==> src/hdl/pppfb_pkg.sv <==
`timescale 1ns / 1ps
`default_nettype none
// ----------------------------------------------------------------------------
// pppfb_pkg
// Shared types, constants and checksum helper for the PPP frame builder.
// ----------------------------------------------------------------------------
package pppfb_pkg;

    localparam logic [7:0] FLAG_BYTE = 8'h7E;
    localparam logic [7:0] ESC_BYTE  = 8'h7D;

    localparam logic [7:0]  ADDR_RESET  = 8'hFF;
    localparam logic [7:0]  CTRL_RESET  = 8'h03;
    localparam logic [15:0] PROTO_RESET = 16'h0021;

    localparam int CFG_IDX_W = 2;
    localparam logic [CFG_IDX_W-1:0] REG_ADDRESS  = 2'd0;
    localparam logic [CFG_IDX_W-1:0] REG_CONTROL  = 2'd1;
    localparam logic [CFG_IDX_W-1:0] REG_PROTOCOL = 2'd2;

    typedef struct packed {
        logic        hdr;
        logic        esc;
        logic        last;
        logic [7:0]  data;
        logic [15:0] chk;
    } t_cmd;

    typedef struct packed {
        logic full;
        logic empty;
    } t_q_status;

    function automatic logic [15:0] ones_add(input logic [15:0] a, input logic [15:0] b);
        logic [16:0] s;
        s = {1'b0, a} + {1'b0, b};
        return s[15:0] + {15'b0, s[16]};
    endfunction

endpackage
`default_nettype wire

==> src/hdl/pppfb_front.sv <==
`timescale 1ns / 1ps
`default_nettype none
// ----------------------------------------------------------------------------
// pppfb_front
// Accept payload words, classify them and keep the running checksum.
// ----------------------------------------------------------------------------
module pppfb_front (
    input  wire logic              i_clk,
    input  wire logic              i_rst_n,
    input  wire logic              i_valid,
    input  wire logic [7:0]        i_payload_byte,
    input  wire logic              i_frame_last,
    input  wire pppfb_pkg::t_q_status i_q_status,
    output logic                   o_stall,
    output logic                   o_push,
    output pppfb_pkg::t_cmd        o_cmd
);
    import pppfb_pkg::*;

    logic        r_inside, n_inside;
    logic [15:0] r_sum, n_sum;
    logic [7:0]  r_held, n_held;
    logic        r_odd, n_odd;
    logic [15:0] w_operand;
    logic [15:0] w_added;
    logic        w_do_add;

    assign o_stall = i_q_status.full;
    assign o_push  = i_valid && !i_q_status.full;

    assign w_operand = r_odd ? {r_held, i_payload_byte} : {i_payload_byte, 8'h00};
    assign w_do_add  = r_odd || i_frame_last;
    assign w_added   = w_do_add ? ones_add(r_sum, w_operand) : r_sum;

    always_comb begin
        o_cmd.hdr  = !r_inside;
        o_cmd.esc  = (i_payload_byte == FLAG_BYTE) || (i_payload_byte == ESC_BYTE);
        o_cmd.last = i_frame_last;
        o_cmd.data = i_payload_byte;
        o_cmd.chk  = ~w_added;
        n_inside   = r_inside;
        n_sum      = r_sum;
        n_held     = r_held;
        n_odd      = r_odd;
        if (o_push) begin
            if (i_frame_last) begin
                n_inside = 1'b0;
                n_sum    = 16'h0000;
                n_held   = 8'h00;
                n_odd    = 1'b0;
            end else begin
                n_inside = 1'b1;
                n_sum    = w_added;
                n_held   = i_payload_byte;
                n_odd    = !r_odd;
            end
        end
    end

    always_ff @(posedge i_clk) begin
        if (!i_rst_n) begin
            r_inside <= 1'b0;
            r_sum    <= 16'h0000;
            r_held   <= 8'h00;
            r_odd    <= 1'b0;
        end else begin
            r_inside <= n_inside;
            r_sum    <= n_sum;
            r_held   <= n_held;
            r_odd    <= n_odd;
        end
    end

endmodule
`default_nettype wire

==> src/hdl/pppfb_queue.sv <==
`timescale 1ns / 1ps
`default_nettype none
// ----------------------------------------------------------------------------
// pppfb_queue
// Two-entry command queue between the front and the byte sequencer.
// ----------------------------------------------------------------------------
module pppfb_queue (
    input  wire logic              i_clk,
    input  wire logic              i_rst_n,
    input  wire logic              i_push,
    input  wire pppfb_pkg::t_cmd   i_cmd,
    input  wire logic              i_pop,
    output pppfb_pkg::t_cmd        o_head,
    output pppfb_pkg::t_q_status   o_status
);
    import pppfb_pkg::*;

    t_cmd       r_mem [2];
    logic       r_wr_ptr;
    logic       r_rd_ptr;
    logic [1:0] r_count;

    assign o_status.full  = (r_count == 2'd2);
    assign o_status.empty = (r_count == 2'd0);
    assign o_head         = r_mem[r_rd_ptr];

    always_ff @(posedge i_clk) begin
        if (i_push) begin
            r_mem[r_wr_ptr] <= i_cmd;
        end
    end

    always_ff @(posedge i_clk) begin
        if (!i_rst_n) begin
            r_wr_ptr <= 1'b0;
            r_rd_ptr <= 1'b0;
            r_count  <= 2'd0;
        end else begin
            if (i_push) begin
                r_wr_ptr <= !r_wr_ptr;
            end
            if (i_pop) begin
                r_rd_ptr <= !r_rd_ptr;
            end
            case ({i_push, i_pop})
                2'b10:   r_count <= r_count + 2'd1;
                2'b01:   r_count <= r_count - 2'd1;
                default: r_count <= r_count;
            endcase
        end
    end

`ifndef SYNTHESIS
    a_count_range: assert property (@(posedge i_clk) disable iff (!i_rst_n)
        r_count != 2'd3)
        else $error("queue count out of range");
    a_no_pop_empty: assert property (@(posedge i_clk) disable iff (!i_rst_n)
        i_pop |-> !o_status.empty)
        else $error("pop from empty queue");
    a_no_push_full: assert property (@(posedge i_clk) disable iff (!i_rst_n)
        (o_status.full && !i_pop) |-> !i_push)
        else $error("push into full queue");
`endif

endmodule
`default_nettype wire

==> src/hdl/pppfb_back.sv <==
`timescale 1ns / 1ps
`default_nettype none
// ----------------------------------------------------------------------------
// pppfb_back
// Expand queued commands into line words: header, stuffing, checksum, flag.
// ----------------------------------------------------------------------------
module pppfb_back (
    input  wire logic                   i_clk,
    input  wire logic                   i_rst_n,
    input  wire pppfb_pkg::t_cmd        i_head,
    input  wire pppfb_pkg::t_q_status   i_q_status,
    input  wire logic [7:0]             i_address_byte,
    input  wire logic [7:0]             i_control_byte,
    input  wire logic [15:0]            i_protocol_word,
    input  wire logic                   i_stall,
    output logic                        o_pop,
    output logic                        o_valid,
    output logic [7:0]                  o_line_byte,
    output logic                        o_run_last,
    output logic                        o_frame_end
);
    import pppfb_pkg::*;

    typedef enum logic [3:0] {
        S_START,
        S_FLAG,
        S_ADDR,
        S_CTRL,
        S_PROTO_HI,
        S_PROTO_LO,
        S_ESC,
        S_DATA,
        S_CHK_HI,
        S_CHK_LO,
        S_FLAG_END
    } t_step;

    t_step      r_step;
    t_step      w_cur;
    t_step      w_next;
    t_step      w_body;
    logic       w_final;
    logic       w_load;
    logic [7:0] w_byte;

    assign w_body = i_head.esc ? S_ESC : S_DATA;

    always_comb begin
        if (r_step == S_START) begin
            w_cur = i_head.hdr ? S_FLAG : w_body;
        end else begin
            w_cur = r_step;
        end
    end

    always_comb begin
        w_byte  = FLAG_BYTE;
        w_next  = S_START;
        w_final = 1'b0;
        unique case (w_cur)
            S_FLAG: begin
                w_byte = FLAG_BYTE;
                w_next = S_ADDR;
            end
            S_ADDR: begin
                w_byte = i_address_byte;
                w_next = S_CTRL;
            end
            S_CTRL: begin
                w_byte = i_control_byte;
                w_next = S_PROTO_HI;
            end
            S_PROTO_HI: begin
                w_byte = i_protocol_word[15:8];
                w_next = S_PROTO_LO;
            end
            S_PROTO_LO: begin
                w_byte = i_protocol_word[7:0];
                w_next = w_body;
            end
            S_ESC: begin
                w_byte = ESC_BYTE;
                w_next = S_DATA;
            end
            S_DATA: begin
                w_byte  = i_head.data;
                w_next  = i_head.last ? S_CHK_HI : S_START;
                w_final = !i_head.last;
            end
            S_CHK_HI: begin
                w_byte = i_head.chk[15:8];
                w_next = S_CHK_LO;
            end
            S_CHK_LO: begin
                w_byte = i_head.chk[7:0];
                w_next = S_FLAG_END;
            end
            S_FLAG_END: begin
                w_byte  = FLAG_BYTE;
                w_next  = S_START;
                w_final = 1'b1;
            end
            default: begin
                w_byte  = FLAG_BYTE;
                w_next  = S_START;
                w_final = 1'b0;
            end
        endcase
    end

    assign w_load = !i_q_status.empty && (!o_valid || !i_stall);
    assign o_pop  = w_load && w_final;

    always_ff @(posedge i_clk) begin
        if (!i_rst_n) begin
            r_step  <= S_START;
            o_valid <= 1'b0;
        end else if (w_load) begin
            r_step      <= w_final ? S_START : w_next;
            o_valid     <= 1'b1;
            o_line_byte <= w_byte;
            o_run_last  <= w_final;
            o_frame_end <= (w_cur == S_FLAG_END);
        end else if (!i_stall) begin
            o_valid <= 1'b0;
        end
    end

`ifndef SYNTHESIS
    a_mid_has_head: assert property (@(posedge i_clk) disable iff (!i_rst_n)
        (r_step != S_START) |-> !i_q_status.empty)
        else $error("sequencer mid-command with empty queue");
    a_end_is_flag: assert property (@(posedge i_clk) disable iff (!i_rst_n)
        (o_valid && o_frame_end) |-> (o_run_last && o_line_byte == FLAG_BYTE))
        else $error("closing word is not a final flag");
`endif

endmodule
`default_nettype wire

==> src/hdl/ppp_frame_builder_with_checksum.sv <==
`timescale 1ns / 1ps
`default_nettype none
// ----------------------------------------------------------------------------
// ppp_frame_builder_with_checksum
// PPP-style framer: header, escaped payload, inverted one's-complement sum.
// ----------------------------------------------------------------------------
// Each accepted payload word yields 1 to 10 line words, sent at one word per
// cycle from the output register while the line side does not stall: 1 or 2
// for a plain or escaped byte, plus 5 for the header on the first byte of a
// frame and 3 for checksum and closing flag on the last. The input side takes
// a word every cycle while the two-entry command queue has room, so input and
// output stall independently. Configuration registers are read as each header
// word is loaded, so a write applies to header words loaded after it.
// ----------------------------------------------------------------------------
module ppp_frame_builder_with_checksum (
    input  wire logic                           i_clk,
    input  wire logic                           i_rst_n,
    input  wire logic                           i_valid,
    output logic                                o_stall,
    input  wire logic [7:0]                     i_payload_byte,
    input  wire logic                           i_frame_last,
    output logic                                o_valid,
    input  wire logic                           i_stall,
    output logic [7:0]                          o_line_byte,
    output logic                                o_run_last,
    output logic                                o_frame_end,
    input  wire logic                           i_cfg_we,
    input  wire logic [pppfb_pkg::CFG_IDX_W-1:0] i_cfg_index,
    input  wire logic [15:0]                    i_cfg_data
);
    import pppfb_pkg::*;

    logic [7:0]  r_address_byte;
    logic [7:0]  r_control_byte;
    logic [15:0] r_protocol_word;

    logic      w_push;
    logic      w_pop;
    t_cmd      w_cmd;
    t_cmd      w_head;
    t_q_status w_q_status;

    always_ff @(posedge i_clk) begin
        if (!i_rst_n) begin
            r_address_byte  <= ADDR_RESET;
            r_control_byte  <= CTRL_RESET;
            r_protocol_word <= PROTO_RESET;
        end else if (i_cfg_we) begin
            unique case (i_cfg_index)
                REG_ADDRESS:  r_address_byte  <= i_cfg_data[7:0];
                REG_CONTROL:  r_control_byte  <= i_cfg_data[7:0];
                REG_PROTOCOL: r_protocol_word <= i_cfg_data;
                default: begin
                end
            endcase
        end
    end

    pppfb_front u_front (
        .i_clk          (i_clk),
        .i_rst_n        (i_rst_n),
        .i_valid        (i_valid),
        .i_payload_byte (i_payload_byte),
        .i_frame_last   (i_frame_last),
        .i_q_status     (w_q_status),
        .o_stall        (o_stall),
        .o_push         (w_push),
        .o_cmd          (w_cmd)
    );

    pppfb_queue u_queue (
        .i_clk    (i_clk),
        .i_rst_n  (i_rst_n),
        .i_push   (w_push),
        .i_cmd    (w_cmd),
        .i_pop    (w_pop),
        .o_head   (w_head),
        .o_status (w_q_status)
    );

    pppfb_back u_back (
        .i_clk           (i_clk),
        .i_rst_n         (i_rst_n),
        .i_head          (w_head),
        .i_q_status      (w_q_status),
        .i_address_byte  (r_address_byte),
        .i_control_byte  (r_control_byte),
        .i_protocol_word (r_protocol_word),
        .i_stall         (i_stall),
        .o_pop           (w_pop),
        .o_valid         (o_valid),
        .o_line_byte     (o_line_byte),
        .o_run_last      (o_run_last),
        .o_frame_end     (o_frame_end)
    );

endmodule
`default_nettype wire

==> config.mk <==
export PLATFORM = sky130hd
export DESIGN_NAME = ppp_frame_builder_with_checksum
export DESIGN_NICKNAME = d
export VERILOG_FILES = /design/src/hdl/pppfb_pkg.sv /design/src/hdl/pppfb_front.sv /design/src/hdl/pppfb_queue.sv /design/src/hdl/pppfb_back.sv /design/src/hdl/ppp_frame_builder_with_checksum.sv
export SDC_FILE = /design/constraint.sdc
export NUM_CORES = 1
export LEC_CHECK = 0
export ABC_CLOCK_PERIOD_IN_PS = 4950
export BUFFER_PORTS_ARGS = -buffer_cell sky130_fd_sc_hd__buf_4
export CAP_MARGIN = 10
export CORE_ASPECT_RATIO = 0.8
export CORE_UTILIZATION = 40
export DETAILED_ROUTE_END_ITERATION = 8
export HOLD_SLACK_MARGIN = 0.1
export MAX_ROUTING_LAYER = met4
export PLACE_DENSITY = 0.58
export SETUP_SLACK_MARGIN = 0.4
export SYNTH_ARGS = -nofsm -noshare
export SYNTH_HDL_FRONTEND = slang
export SYNTH_SLANG_ARGS = --single-unit
export TNS_END_PERCENT = 10
==> constraint.sdc <==
create_clock -name i_clk -period 4.95 [get_ports i_clk]
set_clock_uncertainty 0.15 [all_clocks]
set_input_delay 1.2375 -clock i_clk [delete_from_list [all_inputs] [get_ports i_clk]]
set_output_delay 1.2375 -clock i_clk [all_outputs]
set_load 0.05 [all_outputs]
==> run_results.csv <==
group,metric,value,unit
flow_run,maxCapViolCount,0,
detailed_routing,drt_iter0_markers,380,
layout,antenna_cells,0,
sta,rsz0062_at_grt,"true",
clock_network,cts_tree,"done",
sta,max_clock_freq,210,MHz
sta,setup_ws,0.196,ns
sta,slew_headroom,0.296,
yosys,syn_nets,766,
clock_network,cts_hold_buf,0,
grt,grt_max_degree,31,
grt,overflow,0,
setup_path,path_class,"in2reg",
placement,portBuffers,43,
die,core,16800,um^2
setup_path,cp-start-kind,"primary input",
yosys,syn_inst,714,
layout,layout.nets,853,
placement,dp.cells,996,
clock_network,clkTransAtPathRegs,0.06,ns
layout,final_util,0.513,
detailed_routing,wl_per_cell,18.4,um
clock_network,cts.sinks,132,
status,outcome,"completed",
sta,period_share,0.960,
power_and_ir_drop,p_leak,3.29,nW
power_and_ir_drop,p_per_area,371,nW/um^2
clock_network,cts_buffers,17,
detailed_routing,detail-route-antenna-nets,0,
yosys,yosys_warnings,0,
grt,antenna_found_initial,0,
clock_network,root_buffer,"clkbuf_16",
setup_path,cp-end-kind,"flip-flop",
grt,grt_pass1_wl,29700,um
sta,hold_viol_final,0,
die,die_w,150,um
detailed_routing,num_vias,5780,
placement,pre_cts_ws,-0.354,ns
die,rows,42,
detailed_routing,drt-total-wl,19000,um
yosys,synth-seq-cells,132,
yosys,synth_flop_cell,"dfxtp_1",
detailed_routing,drc,0,
yosys,synth_enable_flop_cells,64,
min_path,hp-class,"reg2reg",
die,initial_core_util,0.416,
layout,area_growth,23.4,%
detailed_routing,avgViaCountPerCell,5.59,
power_and_ir_drop,power.total,0.00319,W
setup_path,cp_data_arrival_time,4.85,ns
placement,dpl.hpwl,14300,um
clock_network,htreeDepth,4,
layout,drive_gt1_frac,0.243,
yosys,synth.avg_cell_area,9.76,um^2
layout,fin_cells,1034,
detailed_routing,first_pass_iters,5,
power_and_ir_drop,ir_drop,0.197,mV
yosys,synth-seq-area-share,0.471,
die,ioPinCount,44,
setup_path,worstPathRequired,5.05,ns
yosys,synth-async-reset-ratio,0,
sta,holdWs,0.304,ns
sta,layout_min_cycle_time,4.75,ns
clock_network,cts_buffer_depth,2,
sta,maxSlewViolCount,0,
sta,finalSetupViolations,0,
setup_path,critical_path.max_fanout,4,
sta,tightest_slew,1.05,ns
yosys,synth_area,6970,um^2
placement,gp_congestion,0.896,
yosys,yosysUniqueCellTypes,75,
grt,grt_pass1_vias,5494,
clock_network,insertion_delay,0.42,ns
grt,grt.total_usage,0.227,
die,die_h,120,um
die,dieArea,18000,um^2
## cell usage in the layout, fill, tap and decap left out, drive strengths merged, types with 4 or more instances in the layout
cell,Yosys,final
buf,7,105
nand2,84,84
nor2,74,74
dfxtp,68,68
edfxtp,64,64
a21oi,55,55
o21ai,36,36
mux2i,30,30
nand3,26,26
clkbuf,30,25
ha,19,19
mux2,18,18
xnor2,14,14
nor3b,13,13
inv,13,12
a21o,11,11
and2,11,11
nand2b,10,10
a221oi,8,8
a22oi,8,8
or3,8,8
nor4,8,8
nor3,7,7
nand4,7,7
xor2,7,7
a211oi,7,7
or2,5,5
nor2b,5,5
o211ai,5,5
o31ai,5,5
a31oi,4,4
a2bb2oi,4,4
clkinv,0,4
## stage by stage
stage | instance area, um^2 | TNS, ns
6_report | 8600 | 0
5_1_grt | 8600 | -0.00141
4_1_cts | 8580 | 0
3_5_place_dp | 7880 | -3.29
3_3_place_gp | 7880 | -1.30
2_1_floorplan | 7030 | -0.185
## power by group
group | leakage [nW] | internal (W) | switching (W)
registers | 1.12 | 0.00123 | 0.0000419
clock network | 0.315 | 0.000890 | 0.000466
logic | 1.86 | 0.000210 | 0.000349
## state kept, by name, summed over array words and instances (netlist names), named ones only
register / cells
u_back.o_line_byte: 8
u_back.o_run_last: 1
u_front.r_inside: 1
u_back.o_frame_end: 1
u_queue.r_mem: 54
u_queue.r_wr_ptr: 1
r_protocol_word: 16
u_front.r_sum: 16
r_address_byte: 8
u_back.o_valid: 1
u_back.r_step: 4
u_queue.r_rd_ptr: 1
u_queue.r_count: 2
u_front.r_odd: 1
r_control_byte: 8
u_front.r_held: 8
## logic make-up after synthesis
logic type | share of synthesized area
adder cells (fa/ha/maj) | 0.0370
multiplexers | 0.0722
AND/OR/NAND/NOR | 0.193
AO/OA/AOI/OAI | 0.167
buffers and inverters | 0.0327
XOR/XNOR | 0.0275
flip-flops | 0.471
## critical path: stages
cell and delay, ns:
buf_6 0.08, and2_4 0.14, ha_4 0.13, inv_2 0.03
fa_2 0.33, nand2b_4 0.16, a211oi_4 0.24, o211a_1 0.22
o21ai_2 0.07, a21boi_1 0.12, o21ai_1 0.07, nand2b_1 0.09
a21o_1 0.16, ha_2 0.17, nor2b_4 0.15, o2111ai_2 0.09
o21bai_4 0.20, a2111oi_4 0.19, and4_4 0.31, nand4_4 0.12
or4_4 0.43, o2111ai_2 0.09
## cell usage after synthesis (3+ instances only)
master      n  area (um^2)
a211oi_1    5         37.5
a21boi_0    3         22.5
a21o_1     10         75.1
a21oi_1    54          270
a221oi_1    8         70.1
a22oi_1     8         60.1
a2bb2oi_1   4         35.0
a31oi_1     4         25.0
and2_1     11         68.8
buf_1       5         18.8
clkbuf_1   26         97.6
clkbuf_8    3         41.3
dfxtp_1    68         1360
edfxtp_1   64         1920
ha_1       19          238
inv_1      13         48.8
mux2_2     18          203
mux2i_1    30          300
nand2_1    84          315
nand2b_1   10         62.6
nand3_1    26          130
nand4_1     6         37.5
nor2_1     72          270
nor2b_1     5         31.3
nor3_1      7         35.0
nor3b_1    13         97.6
nor4_1      8         50.1
o2111ai_1   3         26.3
o211ai_1    4         30.0
o21a_1      3         22.5
o21ai_0    32          160
o21ai_1     3         15.0
o21bai_1    3         22.5
o31ai_1     3         22.5
or2_2       5         31.3
or3_1       7         43.8
xnor2_1    14          123
xor2_1      6         52.6
## cell type report
cell class                      count  area [um^2]
Fill cell                        1538         8160
Clock inverter                      7          116
Inverter                           13         48.8
Tap cell                          220          275
Multi-Input combinational cell    532         3560
Clock buffer                       25          527
Timing Repair Buffer              105          792
Sequential cell                   132         3280
## path summary, 6_finish.rpt
kind	start	to	slack (ns)	cells past startpoint
max reg2reg	u_front.r_odd	u_queue.r_mem[0][15]	0.53	21
min	r_protocol_word[7]	r_protocol_word[7]	0.30	2
max	i_payload_byte[0]	u_queue.r_mem[0][15]	0.20	22
min reg2reg	r_protocol_word[7]	r_protocol_word[7]	0.30	2
## routing by layer
layer / vias to the layer above / part of all wire / wire, um / global-route usage
met5: - / 0 / 0 / -
met3: 18 / 0.054 / 1020 / 0.0471
met2: 160 / 0.45 / 8560 / 0.332
li1: 2779 / - / - / -
met4: 0 / 0.010 / 195 / 0.0651
met1: 2823 / 0.49 / 9230 / 0.314
## timing repair
| item | in CTS | in global routing |
|---|---|---|
| pin swaps | 4 | 3 |
| endpoints found under the setup margin | 24 | 32 |
| gates resized for setup | 7 | 1 |
| setup buffers | 4 | 2 |
No activity file was read; power rests on OpenSTA's default activity.
